File: src/hdl/olst_pkg.sv
// olst_pkg: sizes, codes and cell bus types for the ordered list store
// used by olst_cell and ordered_list_store; depends on nothing else
package olst_pkg;

    // store geometry
    localparam int CAPACITY = 64;
    localparam int IDX_W    = $clog2(CAPACITY);
    localparam int CNT_W    = $clog2(CAPACITY + 1);

    // request and result field widths
    localparam int OP_W     = 4;
    localparam int VAL_W    = 32;
    localparam int POS_W    = 7;
    localparam int POS2_W   = 6;
    localparam int STAT_W   = 2;
    localparam int SIZE_W   = 7;

    // width that holds any position, index or count for compares
    localparam int CMP_W    = (CNT_W > POS_W) ? CNT_W : POS_W;

    typedef enum logic [OP_W-1:0] {
        OP_INS_HEAD = 4'd0,
        OP_INS_TAIL = 4'd1,
        OP_INS_AT   = 4'd2,
        OP_REM_HEAD = 4'd3,
        OP_REM_TAIL = 4'd4,
        OP_REM_AT   = 4'd5,
        OP_READ     = 4'd6,
        OP_REPLACE  = 4'd7,
        OP_SEARCH   = 4'd8,
        OP_COMPARE  = 4'd9,
        OP_SWAP     = 4'd10,
        OP_CLEAR    = 4'd11
    } t_op;

    typedef enum logic [STAT_W-1:0] {
        STAT_OK     = 2'd0,
        STAT_BADPOS = 2'd1,
        STAT_EMPTY  = 2'd2,
        STAT_FULL   = 2'd3
    } t_status;

    typedef enum logic [1:0] {
        S_IDLE,
        S_READ,
        S_WRITE
    } t_state;

    typedef enum logic [1:0] {
        CELL_HOLD,
        CELL_INSERT,
        CELL_REMOVE,
        CELL_WRITE
    } t_cell_cmd;

    // update broadcast to every cell
    typedef struct packed {
        t_cell_cmd          cmd;
        logic [CMP_W-1:0]   at_a;
        logic [CMP_W-1:0]   at_b;
        logic [VAL_W-1:0]   val_a;
        logic [VAL_W-1:0]   val_b;
    } t_cell_ctl;

    // lookup broadcast to every cell
    typedef struct packed {
        logic [CMP_W-1:0]   pos_a;
        logic [CMP_W-1:0]   pos_b;
        logic [VAL_W-1:0]   val;
        logic [CMP_W-1:0]   count;
    } t_cell_qry;

    // per-cell lookup answer
    typedef struct packed {
        logic [VAL_W-1:0]   sel_a;
        logic [VAL_W-1:0]   sel_b;
        logic               hit_a;
        logic               eq;
    } t_cell_rsp;

endpackage

File: src/hdl/olst_cell.sv
// olst_cell: one storage cell of the list, shifts to or from its neighbors
// depends on olst_pkg
module olst_cell (
    input  logic                          i_clk,
    input  logic [olst_pkg::IDX_W-1:0]    i_index,
    input  olst_pkg::t_cell_ctl           i_ctl,
    input  olst_pkg::t_cell_qry           i_qry,
    input  logic [olst_pkg::VAL_W-1:0]    i_prev,
    input  logic [olst_pkg::VAL_W-1:0]    i_next,
    output logic [olst_pkg::VAL_W-1:0]    o_value,
    output olst_pkg::t_cell_rsp           o_rsp
);

    logic [olst_pkg::VAL_W-1:0] r_value;
    logic [olst_pkg::VAL_W-1:0] n_value;
    logic [olst_pkg::CMP_W-1:0] idx;

    assign idx     = olst_pkg::CMP_W'(i_index);
    assign o_value = r_value;

    // next value from the broadcast update
    always_comb begin
        n_value = r_value;
        case (i_ctl.cmd)
            olst_pkg::CELL_INSERT: begin
                if (idx > i_ctl.at_a) begin
                    n_value = i_prev;
                end else if (idx == i_ctl.at_a) begin
                    n_value = i_ctl.val_a;
                end
            end
            olst_pkg::CELL_REMOVE: begin
                if (idx >= i_ctl.at_a) begin
                    n_value = i_next;
                end
            end
            olst_pkg::CELL_WRITE: begin
                if (idx == i_ctl.at_a) begin
                    n_value = i_ctl.val_a;
                end else if (idx == i_ctl.at_b) begin
                    n_value = i_ctl.val_b;
                end
            end
            default: begin
                n_value = r_value;
            end
        endcase
    end

    // stored element
    always_ff @(posedge i_clk) begin
        r_value <= n_value;
    end

    // lookup answers, masked so the row can be or-reduced
    always_comb begin
        o_rsp.sel_a = (idx == i_qry.pos_a) ? r_value : '0;
        o_rsp.sel_b = (idx == i_qry.pos_b) ? r_value : '0;
        o_rsp.hit_a = (idx == i_qry.pos_a) && (r_value == i_qry.val);
        o_rsp.eq    = (idx < i_qry.count) && (r_value == i_qry.val);
    end

endmodule

File: config.mk
export PLATFORM = sky130hd
export DESIGN_NAME = olst_cell
export DESIGN_NICKNAME = d
export VERILOG_FILES = /design/src/hdl/olst_pkg.sv /design/src/hdl/olst_cell.sv
export SDC_FILE = /design/constraint.sdc
export NUM_CORES = 1
export LEC_CHECK = 0
export ABC_CLOCK_PERIOD_IN_PS = 10600
export BUFFER_PORTS_ARGS = -buffer_cell sky130_fd_sc_hd__buf_4
export CAP_MARGIN = 25
export CORE_AREA = 10 10 110 112
export DETAILED_ROUTE_END_ITERATION = 8
export DIE_AREA = 0 0 120 122
export PLACE_DENSITY_LB_ADDON = 0.1
export REMOVE_ABC_BUFFERS = 1
export SETUP_SLACK_MARGIN = 0.15
export SKIP_LAST_GASP = 1
export SLEW_MARGIN = 20
export SYNTH_ARGS = -nofsm -noshare
export SYNTH_HDL_FRONTEND = slang
export SYNTH_SLANG_ARGS = --single-unit
File: constraint.sdc
create_clock -name i_clk -period 10.6 [get_ports i_clk]
set_clock_uncertainty 0.15 [all_clocks]
set_input_delay 2.12 -clock i_clk [delete_from_list [all_inputs] [get_ports i_clk]]
set_output_delay 2.12 -clock i_clk [all_outputs]
set_load 0.05 [all_outputs]
# Word level (Yosys, flattened, before mapping)
# Index checks and enable logic that the tools add are counted.
[totals] romBits=0 reg_bits=32 latchBits=0 output_inout_bits=98 n_memories=0 elab_cells=27 ram_bits=0
[op_classes] n_div=0 muxes=8 bitwise_logic=0 reduce_logical=4 n_mul=0 n_shift=0 n_addsub=0 n_eq_ne=11 n_lt_le_gt_ge=3
[ops] cell="2-to-1 mux 32 bit" n=7
[ops] cell="one-hot mux 32 bit (3 select lines)" n=1
[ops] cell="== test 32 bit" n=1
[ops] cell="== test 6 x 7 -> 1 bit" n=4
[ops] cell=">= comparator 6 x 7 -> 1 bit" n=1
[ops] cell="> comparator 6 x 7 -> 1 bit" n=1
[ops] cell="< comparator 6 x 7 -> 1 bit" n=1
[ops] cell="!= test 3 bit (second input constant)" n=2
[ops] cell="== test 2 bit (second input constant)" n=2
[ops] cell="AND reduction 4 bit" n=1
[ops] cell="nonzero test 3 bit" n=1
[ops] cell="== test 2 x 1 -> 1 bit (second input constant)" n=1
[ops] cell="logical AND 1 bit" n=2
[ops] cell="!= test 2 bit (second input constant)" n=1

# Longest topological paths before layout
[logic_depth] ltp_word=4 mapped_depth=8 ltp_nobuf=6

# Least setup slack after synthesis
# No wires, ideal clock.
[synth_path] path_kind="input to output" startpoint="in i_qry[2] (netlist name)" endpoint="out o_rsp[0] (netlist name)" n_path_buf=0 path_stages=6 required_time_ns=8.330 slack_ns=3.113 arrival_time_ns=5.217 cell_sequence="inv_1 -> ha_1 -> a21o_1 -> a31oi_1 -> o21ai_0 -> a2111oi_0"
[synth_lines] element="from (decl)" line="olst_cell.sv:7" text="input olst_pkg::t_cell_qry i_qry,"
[synth_lines] element="to (decl)" line="olst_cell.sv:11" text="output olst_pkg::t_cell_rsp o_rsp"

==> out/metrics.yaml <==
pwr:
  seqPwrFrac_pct: 34.6
  clockPowerShare_pct: 18.7
  leakagePower_nw: 2.94
  vdd_drop_max_v: 0.0000536
  power.internal_uw: 315
  powerDensity_mw_per_mm2: 88.6
  pwr-share-comb_pct: 46.7
  switching_share_pct: 39.2
  finalPower_uw: 518
  p_sw_uw: 203
grt:
  gr-total-overflow: 0
  antenna_found_initial: 0
  grt_max_degree: 36
  grt_pass1_vias: 4342
  grt_usage_pct: 20.6
  grt_pass1_wl_mm: 24.0
clocking:
  cts_hold_buf: 0
  htree_levels: 2
  clock-sinks: 32
  clk_pin_slew_ps: 80
  cts-root-buf: "clkbuf_8"
  cts_buffers: 5
  clock_path_buffers: 2
  post_cts_buffers: 0
  tritoncts: "built"
  cts_resized: 0
timing:
  hold_ws_ps: 1980
  finalHoldViolCount: 0
  setup_ws_ps: 4390
  fin_crit_ps: 6210
  fmax_ghz: 0.161
  tns_ps: 0
  setup_viol: 0
  timing.final.crit_share_pct: 58.6
  maxSlewViolCount: 0
  worst_pin_slew_ps: 845
  rsz0062_at_grt: "no"
  relSlewSlack_pct: 43.7
hold_path:
  min_to: "o_value[0]"
  hold_class: "primary input to register"
  whs_path_depth: 2
  min_from: "i_prev[0]"
detailed_routing:
  dr.first_iter.drc_count: 161
  remaining_drc_errors: 0
  totalWireLength_mm: 16.6
  post_drt_wl_per_cell_um: 20.2
  viasPerCell: 5.00
  num_vias: 4122
  ant_nets: 0
  first_pass_iters: 4
place:
  port_buffers: 301
  place_congestion: 0.817
  dpl_worst_slack_ps: 4170
  dp_cells: 817
  dp_hpwl_mm: 13.4
  placed_cell_area_mm2: 0.00576
layout:
  area_delta_synth_final_pct: 71.3
  instances_no_fill: 825
  final_common_cell: "buf_4"
  fin_area_mm2: 0.00584
  drive_above_1_share_pct: 46.6
  fin_nets: 903
  antennaDiodeCount: 0
  largest_reg_flops: 32
  final_util_pct: 58.2
  layout_common_cells: "buf_4, nand2_1, and2_1"
synth:
  synth.area.top_cells: "edfxtp_1, xor2_1, and2_1, a221o_1, a21o_1"
  synth-seq-cells: 32
  synth_warnings: 0
  synth_top_area_share_pct: 28.2
  ys_seq_area_share_pct: 28.2
  syn_inst: 405
  syn_avg_cell_area_um2: 8.42
  yosysUniqueCellTypes: 34
  synth_area_leader_cell: "edfxtp_1"
  synth_area_mm2: 0.00341
worst_setup_path:
  crit_fanout: 2
  slowest_stage: "nor4_1"
  critPathArrivalTime_ps: 3940
  cp-start-kind: "primary input"
  cp_slowest_stage_delay_ps: 550
  endpoint_kind: "primary output"
  cp_common_cell: "buf_4"
  critPathKind: "primary input to primary output"
  cp.required_ps: 8330
  crit_chain: "buf_4 > xor2_1 > nor4_1 > nand4_1 > a2111oi_0 > buf_4"
outcome:
  run_status: "finished, final reports clean"
die:
  start_util_pct: 34.0
  die_w_um: 120
  die_y_um: 122
  ios: 302
  rows: 37
  die_area_mm2: 0.0146
  core_area_mm2: 0.0100
flow_run:
  max_cap_violations: 0
## routing by layer
layer  up-vias  routed length (µm)  part of all wire [%]  track usage, %
met5         -                   0                     0               0
met4         0                 289                   1.7            4.90
met3        18                1440                   8.7            6.24
met2       195                8880                    53            40.1
met1      1902                6020                    36            20.9
li1       2007                   -                     -               -
## cell usage after synthesis
library cell,count
a2111oi_0,2
a211oi_1,2
a21boi_4,1
a21o_1,33
a21oi_1,34
a221o_1,32
a31oi_1,1
and2_1,65
and3_1,2
and4b_1,1
buf_2,7
buf_6,3
clkbuf_1,20
edfxtp_1,32
ha_1,11
inv_1,12
inv_2,1
nand2_1,66
nand2b_1,1
nand3_1,1
nand3b_1,1
nand4_1,2
nor2_1,3
nor2b_1,2
nor3_1,3
nor4_1,11
nor4_4,1
o211a_1,1
o21ai_0,1
o31ai_1,1
o32ai_2,1
or4_4,1
xnor2_1,1
xor2_1,49
## worst max-delay path: cells and delay by family
family,cells,cell delay [ps]
buffers and inverters,2,400
AOI/OAI and AO/OA,1,490
xor gates and xnor gates,1,130
and+or+nand+nor,2,790
## power by group through the flow
stage	registers (mW)	logic [mW]	clock network (mW)
finish	0.179	0.242	0.0968
global route	0.182	0.258	0.102
CTS	0.180	0.244	0.0967
detailed placement	0.182	0.243	0
global placement	0.182	0.240	0
floorplan	0.230	0.0757	0
## area by class of cell
class	count	area [µm²]
Tap cell	136	170
Clock buffer	6	72.6
Inverter	13	48.8
Fill cell	925	4200
Clock inverter	2	11.3
Multi-Input combinational cell	330	2280
Sequential cell	32	961
Timing Repair Buffer	306	2300
## worst max path at each step
stage                     startpoint   endpoint
final                      i_qry[30]   o_rsp[0]
after global routing       i_qry[30]   o_rsp[0]
after CTS                 i_index[3]  o_rsp[47]
after detailed placement  i_index[3]  o_rsp[57]
after global placement    i_index[3]  o_rsp[56]
after floorplan             i_qry[2]   o_rsp[0]
## logic make-up (layout without fill, tap and decap cells)
kind of cell	Yosys count	after routing	share of synthesized area, %
fa+ha+maj	11	11	4.03
simple gates	160	160	24.9
xor+xnor	50	50	12.8
compound gates	109	109	24.5
buf+inv	43	327	5.65
flops	32	32	28.2
No activity file was read; power rests on OpenSTA's default activity.
